--- src/design/sfs_pkg.sv ---
// Package for the s-expression form splitter: character codes, widths,
// result and queue-push types, and saturating depth helpers. No dependencies.
`default_nettype none

package sfs_pkg;

  localparam int unsigned MaxBufferLen = 65536;
  localparam int unsigned DepthBits    = 16;
  localparam int unsigned PosW         = $clog2(MaxBufferLen);
  localparam int unsigned OffsetW      = PosW + 1;
  localparam int unsigned CountW       = 16;

  localparam logic [7:0] ChParOpen  = 8'h28;
  localparam logic [7:0] ChParClose = 8'h29;
  localparam logic [7:0] ChQuote    = 8'h22;
  localparam logic [7:0] ChSemi     = 8'h3b;
  localparam logic [7:0] ChBslash   = 8'h5c;
  localparam logic [7:0] ChNewline  = 8'h0a;
  localparam logic [7:0] ChSpace    = 8'h20;
  localparam logic [7:0] ChTab      = 8'h09;
  localparam logic [7:0] ChCr       = 8'h0d;

  typedef logic signed [DepthBits-1:0] depth_t;

  localparam depth_t DepthMax = {1'b0, {(DepthBits-1){1'b1}}};
  localparam depth_t DepthMin = {1'b1, {(DepthBits-1){1'b0}}};

  typedef struct packed {
    logic        is_summary;
    logic [15:0] span_start;
    logic [16:0] span_end;
    logic        balanced;
    logic [15:0] form_total;
    logic        last_of_run;
  } sfs_result_t;

  typedef struct packed {
    logic [1:0]  cnt;
    sfs_result_t r0;
    sfs_result_t r1;
  } sfs_push_t;

  function automatic depth_t depth_up(input depth_t d);
    return (d != DepthMax) ? depth_t'(d + depth_t'(1)) : d;
  endfunction

  function automatic depth_t depth_down(input depth_t d);
    return (d != DepthMin) ? depth_t'(d - depth_t'(1)) : d;
  endfunction

endpackage

`default_nettype wire

--- src/design/sfs_in_if.sv ---
// Input channel of the form splitter: one buffer byte per transaction.
// Depends on nothing.
`default_nettype none

interface sfs_in_if;
  logic       valid;
  logic       ready;
  logic [7:0] ch;
  logic       end_of_buffer;

  modport source (output valid, output ch, output end_of_buffer, input ready);
  modport sink   (input valid, input ch, input end_of_buffer, output ready);
endinterface

`default_nettype wire

--- src/design/sfs_out_if.sv ---
// Output channel of the form splitter: one span or summary per transaction.
// Depends on nothing.
`default_nettype none

interface sfs_out_if;
  logic        valid;
  logic        ready;
  logic        is_summary;
  logic [15:0] span_start;
  logic [16:0] span_end;
  logic        balanced;
  logic [15:0] form_total;
  logic        last_of_run;

  modport source (output valid, output is_summary, output span_start, output span_end,
                  output balanced, output form_total, output last_of_run, input ready);
  modport sink   (input valid, input is_summary, input span_start, input span_end,
                  input balanced, input form_total, input last_of_run, output ready);
endinterface

`default_nettype wire

--- src/design/sfs_core.sv ---
// Splitter and balance state with the per-byte update and result build.
// Depends on sfs_pkg.
`default_nettype none

module sfs_core (
  input  wire logic              clk_i,
  input  wire logic              rst_ni,
  input  wire logic              step_i,
  input  wire logic [7:0]        ch_i,
  input  wire logic              eob_i,
  output sfs_pkg::sfs_push_t     push_o
);
  import sfs_pkg::*;

  logic [OffsetW-1:0] offset_q, offset_d;
  depth_t             split_depth_q, split_depth_d;
  logic               split_str_q, split_str_d;
  logic               split_esc_q, split_esc_d;
  logic               comment_q, comment_d;
  logic               form_open_q, form_open_d;
  logic [PosW-1:0]    open_start_q, open_start_d;
  depth_t             bal_depth_q, bal_depth_d;
  logic               bal_str_q, bal_str_d;
  logic               bal_esc_q, bal_esc_d;
  logic [CountW-1:0]  count_q, count_d;

  logic [PosW-1:0]    pos;
  logic [OffsetW-1:0] pos_next;
  logic               is_space;
  logic               split_emit;
  logic [OffsetW-1:0] split_end;
  logic               open_mid;
  depth_t             depth_dn;
  logic               span_valid;
  logic [CountW-1:0]  count_inc;
  sfs_result_t        span_r, summ_r;

  always_comb begin
    pos      = (offset_q < OffsetW'(MaxBufferLen)) ? offset_q[PosW-1:0]
                                                   : PosW'(MaxBufferLen - 1);
    pos_next = {1'b0, pos} + OffsetW'(1);
    is_space = (ch_i == ChSpace) || ((ch_i >= ChTab) && (ch_i <= ChCr));

    bal_depth_d = bal_depth_q;
    bal_str_d   = bal_str_q;
    bal_esc_d   = bal_esc_q;
    if (bal_esc_q) begin
      bal_esc_d = 1'b0;
    end else if ((ch_i == ChBslash) && bal_str_q) begin
      bal_esc_d = 1'b1;
    end else if (ch_i == ChQuote) begin
      bal_str_d = !bal_str_q;
    end else if (!bal_str_q) begin
      if (ch_i == ChParOpen) begin
        bal_depth_d = depth_up(bal_depth_q);
      end else if (ch_i == ChParClose) begin
        bal_depth_d = depth_down(bal_depth_q);
      end
    end

    split_depth_d = split_depth_q;
    split_str_d   = split_str_q;
    split_esc_d   = split_esc_q;
    comment_d     = comment_q;
    open_mid      = form_open_q;
    open_start_d  = open_start_q;
    split_emit    = 1'b0;
    split_end     = pos_next;
    depth_dn      = depth_down(split_depth_q);
    if (comment_q) begin
      if (ch_i == ChNewline) begin
        comment_d = 1'b0;
      end
    end else if (split_esc_q) begin
      split_esc_d = 1'b0;
    end else if ((ch_i == ChBslash) && split_str_q) begin
      split_esc_d = 1'b1;
    end else if (ch_i == ChQuote) begin
      split_str_d = !split_str_q;
      if (!form_open_q) begin
        open_mid     = 1'b1;
        open_start_d = pos;
      end
    end else if (split_str_q) begin
      open_mid = form_open_q;
    end else if (is_space || (ch_i == ChSemi)) begin
      if ((split_depth_q == '0) && form_open_q) begin
        split_emit = 1'b1;
        split_end  = {1'b0, pos};
      end
      if (ch_i == ChSemi) begin
        comment_d = 1'b1;
      end
    end else begin
      if (!form_open_q) begin
        open_mid     = 1'b1;
        open_start_d = pos;
      end
      if (ch_i == ChParOpen) begin
        split_depth_d = depth_up(split_depth_q);
      end else if (ch_i == ChParClose) begin
        split_depth_d = depth_dn;
        if (depth_dn == '0) begin
          split_emit = 1'b1;
        end
      end
    end

    form_open_d = open_mid && !split_emit;
    span_valid  = split_emit || (eob_i && form_open_d);
    count_inc   = (span_valid && (count_q != '1)) ? count_q + CountW'(1) : count_q;

    span_r = '{is_summary: 1'b0, span_start: open_start_d,
               span_end: split_emit ? split_end : pos_next,
               balanced: 1'b0, form_total: '0, last_of_run: !eob_i};
    summ_r = '{is_summary: 1'b1, span_start: '0, span_end: '0,
               balanced: ((bal_depth_d <= depth_t'(0)) && !bal_str_d),
               form_total: count_inc, last_of_run: 1'b1};

    push_o.cnt = {1'b0, span_valid} + {1'b0, eob_i};
    push_o.r0  = span_valid ? span_r : summ_r;
    push_o.r1  = summ_r;

    offset_d = (offset_q < OffsetW'(MaxBufferLen)) ? offset_q + OffsetW'(1) : offset_q;
    count_d  = count_inc;
  end

  always_ff @(posedge clk_i or negedge rst_ni) begin
    if (!rst_ni) begin
      offset_q      <= '0;
      split_depth_q <= '0;
      split_str_q   <= 1'b0;
      split_esc_q   <= 1'b0;
      comment_q     <= 1'b0;
      form_open_q   <= 1'b0;
      open_start_q  <= '0;
      bal_depth_q   <= '0;
      bal_str_q     <= 1'b0;
      bal_esc_q     <= 1'b0;
      count_q       <= '0;
    end else if (step_i) begin
      if (eob_i) begin
        offset_q      <= '0;
        split_depth_q <= '0;
        split_str_q   <= 1'b0;
        split_esc_q   <= 1'b0;
        comment_q     <= 1'b0;
        form_open_q   <= 1'b0;
        open_start_q  <= '0;
        bal_depth_q   <= '0;
        bal_str_q     <= 1'b0;
        bal_esc_q     <= 1'b0;
        count_q       <= '0;
      end else begin
        offset_q      <= offset_d;
        split_depth_q <= split_depth_d;
        split_str_q   <= split_str_d;
        split_esc_q   <= split_esc_d;
        comment_q     <= comment_d;
        form_open_q   <= form_open_d;
        open_start_q  <= open_start_d;
        bal_depth_q   <= bal_depth_d;
        bal_str_q     <= bal_str_d;
        bal_esc_q     <= bal_esc_d;
        count_q       <= count_d;
      end
    end
  end

endmodule

`default_nettype wire

--- src/design/sfs_out_queue.sv ---
// Four-entry result queue taking up to two results per cycle.
// Depends on sfs_pkg and sfs_out_if.
`default_nettype none

module sfs_out_queue (
  input  wire logic          clk_i,
  input  wire logic          rst_ni,
  input  wire logic          push_i,
  input  sfs_pkg::sfs_push_t push_data_i,
  output logic               room_o,
  sfs_out_if.source          out_o
);
  import sfs_pkg::*;

  sfs_result_t mem_q [4];
  logic [1:0]  wr_ptr_q, wr_ptr_d;
  logic [1:0]  rd_ptr_q, rd_ptr_d;
  logic [2:0]  count_q, count_d;
  logic [1:0]  push_cnt;
  logic        pop;
  sfs_result_t head;

  always_comb begin
    push_cnt = push_i ? push_data_i.cnt : 2'd0;
    pop      = (count_q != 3'd0) && out_o.ready;
    wr_ptr_d = wr_ptr_q + push_cnt;
    rd_ptr_d = rd_ptr_q + {1'b0, pop};
    count_d  = count_q + {1'b0, push_cnt} - {2'b0, pop};
    room_o   = (count_q <= 3'd2);
    head     = mem_q[rd_ptr_q];

    out_o.valid       = (count_q != 3'd0);
    out_o.is_summary  = head.is_summary;
    out_o.span_start  = head.span_start;
    out_o.span_end    = head.span_end;
    out_o.balanced    = head.balanced;
    out_o.form_total  = head.form_total;
    out_o.last_of_run = head.last_of_run;
  end

  always_ff @(posedge clk_i) begin
    if (push_cnt != 2'd0) begin
      mem_q[wr_ptr_q] <= push_data_i.r0;
    end
    if (push_cnt == 2'd2) begin
      mem_q[wr_ptr_q + 2'd1] <= push_data_i.r1;
    end
  end

  always_ff @(posedge clk_i or negedge rst_ni) begin
    if (!rst_ni) begin
      wr_ptr_q <= '0;
      rd_ptr_q <= '0;
      count_q  <= '0;
    end else begin
      wr_ptr_q <= wr_ptr_d;
      rd_ptr_q <= rd_ptr_d;
      count_q  <= count_d;
    end
  end

endmodule

`default_nettype wire

--- src/design/sexpr_form_splitter.sv ---
// Bytes are registered before their results enter the queue. One byte is taken
// per cycle while the queue has room; an end-of-buffer byte that closes a form
// puts out two results, drained one per cycle from a four-entry queue while
// the sink is ready. Rate is set by the byte register feeding the state update.
// Reset clears splitter, balance and queue control state; no clearing pass.
`default_nettype none

module sexpr_form_splitter (
  input  wire logic clk_i,
  input  wire logic rst_ni,
  sfs_in_if.sink    in_i,
  sfs_out_if.source out_o
);
  import sfs_pkg::*;

  logic       s1_valid_q, s1_valid_d;
  logic [7:0] s1_ch_q;
  logic       s1_eob_q;
  logic       room;
  logic       advance;
  sfs_push_t  push;

  always_comb begin
    advance    = s1_valid_q && room;
    in_i.ready = !s1_valid_q || advance;
    s1_valid_d = (in_i.valid && in_i.ready) || (s1_valid_q && !advance);
  end

  always_ff @(posedge clk_i or negedge rst_ni) begin
    if (!rst_ni) begin
      s1_valid_q <= 1'b0;
    end else begin
      s1_valid_q <= s1_valid_d;
    end
  end

  always_ff @(posedge clk_i) begin
    if (in_i.valid && in_i.ready) begin
      s1_ch_q  <= in_i.ch;
      s1_eob_q <= in_i.end_of_buffer;
    end
  end

  sfs_core u_core (
    .clk_i  (clk_i),
    .rst_ni (rst_ni),
    .step_i (advance),
    .ch_i   (s1_ch_q),
    .eob_i  (s1_eob_q),
    .push_o (push)
  );

  sfs_out_queue u_queue (
    .clk_i       (clk_i),
    .rst_ni      (rst_ni),
    .push_i      (advance),
    .push_data_i (push),
    .room_o      (room),
    .out_o       (out_o)
  );

endmodule

`default_nettype wire
--- src/flat_wrapper.sv ---
// flat-port wrapper written by rule: the top's interface ports become plain ports
module sexpr_form_splitter_flat import sfs_pkg::*;
  (clk_i, rst_ni, in_i_valid, in_i_ch, in_i_end_of_buffer, in_i_ready, out_o_valid, out_o_is_summary, out_o_span_start, out_o_span_end, out_o_balanced, out_o_form_total, out_o_last_of_run, out_o_ready);
  sfs_in_if in_i_i ();
  sfs_out_if out_o_i ();
  input  wire logic clk_i;
  input  wire logic rst_ni;
  input wire logic [$bits(in_i_i.valid)-1:0] in_i_valid;
  input wire logic [$bits(in_i_i.ch)-1:0] in_i_ch;
  input wire logic [$bits(in_i_i.end_of_buffer)-1:0] in_i_end_of_buffer;
  output wire logic [$bits(in_i_i.ready)-1:0] in_i_ready;
  output wire logic [$bits(out_o_i.valid)-1:0] out_o_valid;
  output wire logic [$bits(out_o_i.is_summary)-1:0] out_o_is_summary;
  output wire logic [$bits(out_o_i.span_start)-1:0] out_o_span_start;
  output wire logic [$bits(out_o_i.span_end)-1:0] out_o_span_end;
  output wire logic [$bits(out_o_i.balanced)-1:0] out_o_balanced;
  output wire logic [$bits(out_o_i.form_total)-1:0] out_o_form_total;
  output wire logic [$bits(out_o_i.last_of_run)-1:0] out_o_last_of_run;
  input wire logic [$bits(out_o_i.ready)-1:0] out_o_ready;
  assign in_i_i.valid = in_i_valid;
  assign in_i_i.ch = in_i_ch;
  assign in_i_i.end_of_buffer = in_i_end_of_buffer;
  assign in_i_ready = in_i_i.ready;
  assign out_o_valid = out_o_i.valid;
  assign out_o_is_summary = out_o_i.is_summary;
  assign out_o_span_start = out_o_i.span_start;
  assign out_o_span_end = out_o_i.span_end;
  assign out_o_balanced = out_o_i.balanced;
  assign out_o_form_total = out_o_i.form_total;
  assign out_o_last_of_run = out_o_i.last_of_run;
  assign out_o_i.ready = out_o_ready;
  sexpr_form_splitter u_core (.clk_i(clk_i), .rst_ni(rst_ni), .in_i(in_i_i), .out_o(out_o_i));
endmodule
--- config.mk ---
export PLATFORM = sky130hd
export DESIGN_NAME = sexpr_form_splitter_flat
export DESIGN_NICKNAME = d
export VERILOG_FILES = /design/src/design/sfs_pkg.sv /design/src/design/sfs_in_if.sv /design/src/design/sfs_out_if.sv /design/src/design/sfs_core.sv /design/src/design/sfs_out_queue.sv /design/src/design/sexpr_form_splitter.sv /design/src/flat_wrapper.sv
export SDC_FILE = /design/constraint.sdc
export NUM_CORES = 1
export LEC_CHECK = 0
export ABC_CLOCK_PERIOD_IN_PS = 8500
export BUFFER_PORTS_ARGS = -buffer_cell sky130_fd_sc_hd__buf_2
export CAP_MARGIN = 20
export CELL_PAD_IN_SITES_DETAIL_PLACEMENT = 0
export CELL_PAD_IN_SITES_GLOBAL_PLACEMENT = 1
export CORE_UTILIZATION = 53
export DETAILED_ROUTE_END_ITERATION = 16
export PLACE_DENSITY = 0.89
export SYNTH_ARGS = -nofsm -noshare
export SYNTH_HDL_FRONTEND = slang
export SYNTH_SLANG_ARGS = --single-unit
--- constraint.sdc ---
create_clock -name clk_i -period 8.5 [get_ports clk_i]
set_input_delay 1.7 -clock clk_i [delete_from_list [all_inputs] [get_ports clk_i]]
set_output_delay 1.7 -clock clk_i [all_outputs]
set_load 0.005 [all_outputs]
# After elaboration in Yosys (flattened, before gate mapping)
# Memory sizes are Yosys's and may differ from the RTL's.
# Index checks and enable logic that the tools add are counted.
# totals
reg_bits,104
ramBits,208
input_bits,13
elab_cells,180
mem_count,1
# memory_table
name,depth,width,rd,rd_clocked_by_memory_dff,wr,line,text
u_core.u_queue.mem_q,4,52,1,0,2,sfs_out_queue.sv:15,sfs_result_t mem_q [4];
# op_classes
add_sub_neg,13
magnitude_cmp,5
n_eq_ne,20
muxes,89
reduce_logical,35
# op_table
cell,count
two-way mux 16 bit,31
two-way mux 17 bit,10
"!= test 16 bit, second input constant",5
two-way mux 52 bit,1
two-way mux 1 bit,46
"equality test 8 x 6 -> 1 bit, second input constant",5
"adder 16 x 2 -> 16 bit, second input constant",2
zero test 16 bit,2
"subtractor 16 x 2 -> 16 bit, second input constant",2
"adder 16 x 1 -> 17 bit, second input constant",1
"adder 17 x 1 -> 17 bit, second input constant",1
"< comparator 17 bit, second input constant",1
"adder 16 x 1 -> 16 bit, second input constant",1
"less-or-equal comparator 16 x 1 -> 1 bit, second input constant",1
logical AND 1 bit,12
"!= test 2 x 1 -> 1 bit, second input constant",6
AND reduction 9 bit,1
"equality test 8 x 4 -> 1 bit, second input constant",1
"equality test 8 x 7 -> 1 bit, second input constant",1
">= comparator 8 x 4 -> 1 bit, second input constant",1
"less-or-equal comparator 8 x 4 -> 1 bit, second input constant",1
zero test 1 bit,7
nonzero test 2 bit,3
nonzero test 3 bit,2
13 further kinds,18

# Depth between registers and ports, before layout
# logic_depth
depth_word,21
mapped_depth,23

# By module
# Synthesis repeated with hierarchy kept, for this count alone.
# unflattened
hier_cells,1602
hier_area_um2,18795.5
# by_module_without_submodules
mod,instances,cells_per_inst,area_per_inst_um2
sfs_out_queue,1,549,10635.2
sfs_core,1,1039,7830.0
sexpr_form_splitter,1,14,330.3

# Worst setup path before layout
# Ideal clock, no wire load.
# synth_timing
kind,reg2reg
startpoint,reg u_core.u_core.split_depth_q[0]
endpoint,mem u_core.u_queue.mem_q[3][6] (netlist name) (data pin)
setup_time_ns,0.272
arrival_ns,4.758
slack_ns,3.470
stages_incl_launch_ff,22
path_buffers,5
synth_period_minus_slack_ns,5.030
path_cell_list,dfrtp_1 -> clkbuf_1 -> inv_1 -> ha_1 -> or3b_2 -> clkbuf_1 -> o31a_1 -> a2111oi_2 -> o211ai_1 -> nor4_4 -> nor3_4 -> inv_2 -> buf_6 -> buf_4 -> ha_1 -> clkbuf_1 -> o21ai_1 -> nor2_1 -> nor2_1 -> inv_1 -> a21oi_1 -> o22ai_1
# synth_rtl
item,line,text
"start, declared",sfs_core.sv:16,"depth_t split_depth_q, split_depth_d;"
"start signal, assigned",sfs_core.sv:156,split_depth_q <= split_depth_d;
"end, declared",sfs_out_queue.sv:15,

==> flow_summary.toml <==
[status]
status = "finished, final reports clean"

[sta]
tns_ns = 0
slew_violations = 0
slew-limit-headroom_pct = 30.3
finalSetupViolations = 0
clock_skew_ns = 0.0167
hold_viol = 0
tightest_slew_ns = 1.05
fin_crit_sh_pct = 65.9
min_period_ns = 5.60
hold_slack_ns = 0.451
rsz0062_at_grt = "false"
max_freq_mhz = 179

[logic_synthesis]
syn_area_per_cell_um2 = 9.40
synth_area_leaders = "dfxtp_1 17%, dfrtp_1 14%, edfxtp_1 14%, mux4_2 6.9%, o21ai_0 5.3%"
syn-instance-count = 1793
synth_compound_area_share_pct = 21.6
ys_seq_elements = 312
synth-main-ff-cell = "dfxtp_1"
synth-xor-area-share_pct = 0.987
synthAdderAreaFrac_pct = 1.23
synth_top_family_by_area = "compound AO/OA/AOI/OAI gates"
synth_edf_count = 77
synth_top_area_share_pct = 16.6
yosys.area_share.simple_pct = 18.7
yosysSeqAreaShare_pct = 44.5
yosys.area.top_type = "dfxtp_1"
yosysUniqueCellTypes = 84
ys_async_sr_fraction_pct = 30.4
syn-cell-area_um2 = 16900
synthMuxAreaShare_pct = 7.91
yosysWarnings = 0
synth_fp_nets = 1822

[cells_and_area]
drive_above_1_share_pct = 13.2
fin_util_pct = 59.3
fin_nets = 1766
antenna_cells = 0
fill_cells = 2663
area_growth_pct = 8.80

[drt]
first_pass_iters = 7
vias = 14357
drcViolationCount = 0
ant_nets = 0
viasPerCell = 6.64
drt_iter0_markers = 1347
wl_mm = 45.2
wl_per_cell_um = 20.9

[die]
num_rows = 64
die_area_um2 = 32500
boundaryPins = 67
die_y_um = 180
start_util_pct = 54.5
core_um2 = 30900
die_x_um = 180

[placement]
gp_congestion = 0.903
dp_hpwl_mm = 28.4
io_buffers = 66

[global_route]
overflow = 0
antenna_found_initial = 1
grt_max_degree = 97
grt_first_pass_wirelength_mm = 73.9
grt.total_usage_pct = 27.9
grt_pass1_vias = 13650

[clock_network]
clock-sinks = 312
root_buffer = "clkbuf_16"
postCtsSetupBuffers = 0
ctsResizeCount = 0
numCtsBuffers = 36
h-tree-depth = 2
clkLatencyLatePin_ns = 0.54
clk_pin_slew_ns = 0.06
tritoncts = "yes"
clockBufferDepth = 3
cts_hold_buf = 0

[pwr]
pwr_density_cell_nw_per_um2 = 308
power_uw = 5640
power_leakage_uw = 0.00680
ir_drop_uv = 183

[hold_path]
hp-class = "register to register"

[setup_path]
slowest_delay_ns = 0.75
crit_arrival_ns = 5.97
startpoint_type = "register"
path_max_fanout = 33
end_kind = "register"
slowest_stage = "nor4_1"
crit_type = "register to register"
crit_required_ns = 8.87
cp_cell_sequence = "inv_1 -> ha_1 -> or3b_2 -> a2111oi_0 -> o31ai_1 -> o211ai_1 -> nor4_4 -> nor3_4 -> buf_4 -> inv_2 -> ha_1 -> nor4_1 -> nor2_4 -> inv_1 -> a2bb2oi_1 -> o21ai_0"

[job]
maxCapViolations = 0
==> worst max-delay path: cells and delay by family (launching register included) <==
kind | cells | cell delay (ns)
DFF | 1 | 0.47
adders and majority gates | 2 | 0.62
AOI/OAI and AO/OA | 5 | 1.33
and+or+nand+nor | 5 | 1.75
buffers and inverters | 4 | 1.26
==> cell usage in the layout (no fill, tap or decap), types with 11 or more instances in the layout <==
cell type and count:
a21oi_1 82, a22o_1 50, a31oi_1 22, a41o_1 11, and2_1 12, and3_1 31, buf_2 65, buf_4 22
clkbuf_1 11, clkbuf_16 37, dfrtp_1 93, dfxtp_1 140, edfxtp_1 77, ha_1 15, inv_1 25, mux2i_1 15
mux4_2 52, nand2_1 199, nand3_1 41, nand4_1 23, nor2_1 113, nor3_1 51, nor4_1 31, o211ai_1 11
o21ai_0 177, o22ai_1 58, o2bb2ai_1 44, or3_1 26, or4_1 13
==> cells by family (layout without fill, tap and decap cells) <==
group | count (synthesis) | count (layout)
simple gates | 615 | 615
compound gates | 552 | 552
flops | 312 | 312
buf+inv | 211 | 183
mux | 68 | 68
xor+xnor | 19 | 19
fa+ha+maj | 16 | 16
==> per-layer routing <==
metal	share of wire [%]	global-route usage (%)
met1	45	40.1
met2	46	44.4
met3	7.2	4.06
met4	2.0	6.77
met5	0	0
==> worst paths after layout <==
path	start	endpoint	slack [ns]	depth (start not counted)
min in group asynchronous	rst_ni	u_core.u_core.split_depth_q[4]	1.12	1
worst min-delay path	u_core.u_queue.mem_q[1][49]	u_core.u_queue.mem_q[1][49]	0.45	2
worst max register to register	u_core.u_core.split_depth_q[0]	u_core.u_queue.mem_q[1][14]	2.90	16
worst max-delay path	u_core.u_core.split_depth_q[0]	u_core.u_queue.mem_q[1][14]	2.90	16
worst min register to register	u_core.u_queue.mem_q[1][49]	u_core.u_queue.mem_q[1][49]	0.45	2
max in group asynchronous	rst_ni	u_core.u_queue.rd_ptr_q[1]	6.09	2
==> metrics by stage <==
| step | instance area [µm²] | std cells | worst slack (ns) |
|---|---|---|---|
| detailed placement | 17100 | 2093 | 2.99 |
| global placement | 17100 | 2093 | 3.16 |
| CTS | 18300 | 2159 | 2.97 |
| finish | 18300 | 2161 | 2.90 |
| global route | 18300 | 2161 | 2.55 |
| floorplan | 16900 | 1793 | 3.47 |
==> synthesized netlist by cell type (all sizes together), types with 8 or more instances <==
cell	instances
nand2	200
o21ai	181
clkbuf	141
dfxtp	140
nor2	117
dfrtp	95
a21oi	82
edfxtp	77
o22ai	58
mux4	52
nor3	52
a22o	50
o2bb2ai	44
buf	42
nand3	41
nor4	35
and3	31
or3	27
inv	26
nand4	23
a31oi	22
ha	15
mux2i	15
or4	13
and2	12
nand3b	12
nor4b	12
a41o	11
o211ai	11
o31ai	11
a2bb2oi	10
xor2	10
xnor2	9
nand2b	8
==> power by group <==
group	switching, µW	leakage (µW)	internal [µW]
Combinational	1190	0.00314	720
Clock	632	0.000571	895
Sequential	349	0.00309	1850
==> cell type report <==
type / instances / area, µm² / area share, %
clock inverter: 12 / 123 / 0.669
clock buffer: 54 / 1050 / 5.72
timing repair buffer: 89 / 533 / 2.91
inverter: 28 / 105 / 0.573
multi-input combinational: 1270 / 8530 / 46.5
tap: 396 / 495 / 2.70
sequential: 312 / 7500 / 40.9
==> registers in the layout, summed over array words and instances (netlist names) <==
signal                       count
u_core.u_core.split_esc_q        1
u_core.u_core.bal_str_q          1
u_core.u_core.count_q           16
u_core.u_core.offset_q          17
u_core.u_core.open_start_q      16
u_core.u_core.split_depth_q     16
u_core.u_queue.wr_ptr_q          2
u_core.u_core.form_open_q        1
u_core.u_queue.rd_ptr_q          2
u_core.u_core.split_str_q        1
u_core.s1_ch_q                   8
u_core.s1_eob_q                  1
u_core.u_queue.mem_q           208
u_core.u_core.bal_esc_q          1
u_core.u_queue.count_q           3
u_core.u_core.bal_depth_q       16
u_core.s1_valid_q                1
u_core.u_core.comment_q          1
No activity file was read; power rests on OpenSTA's default activity.
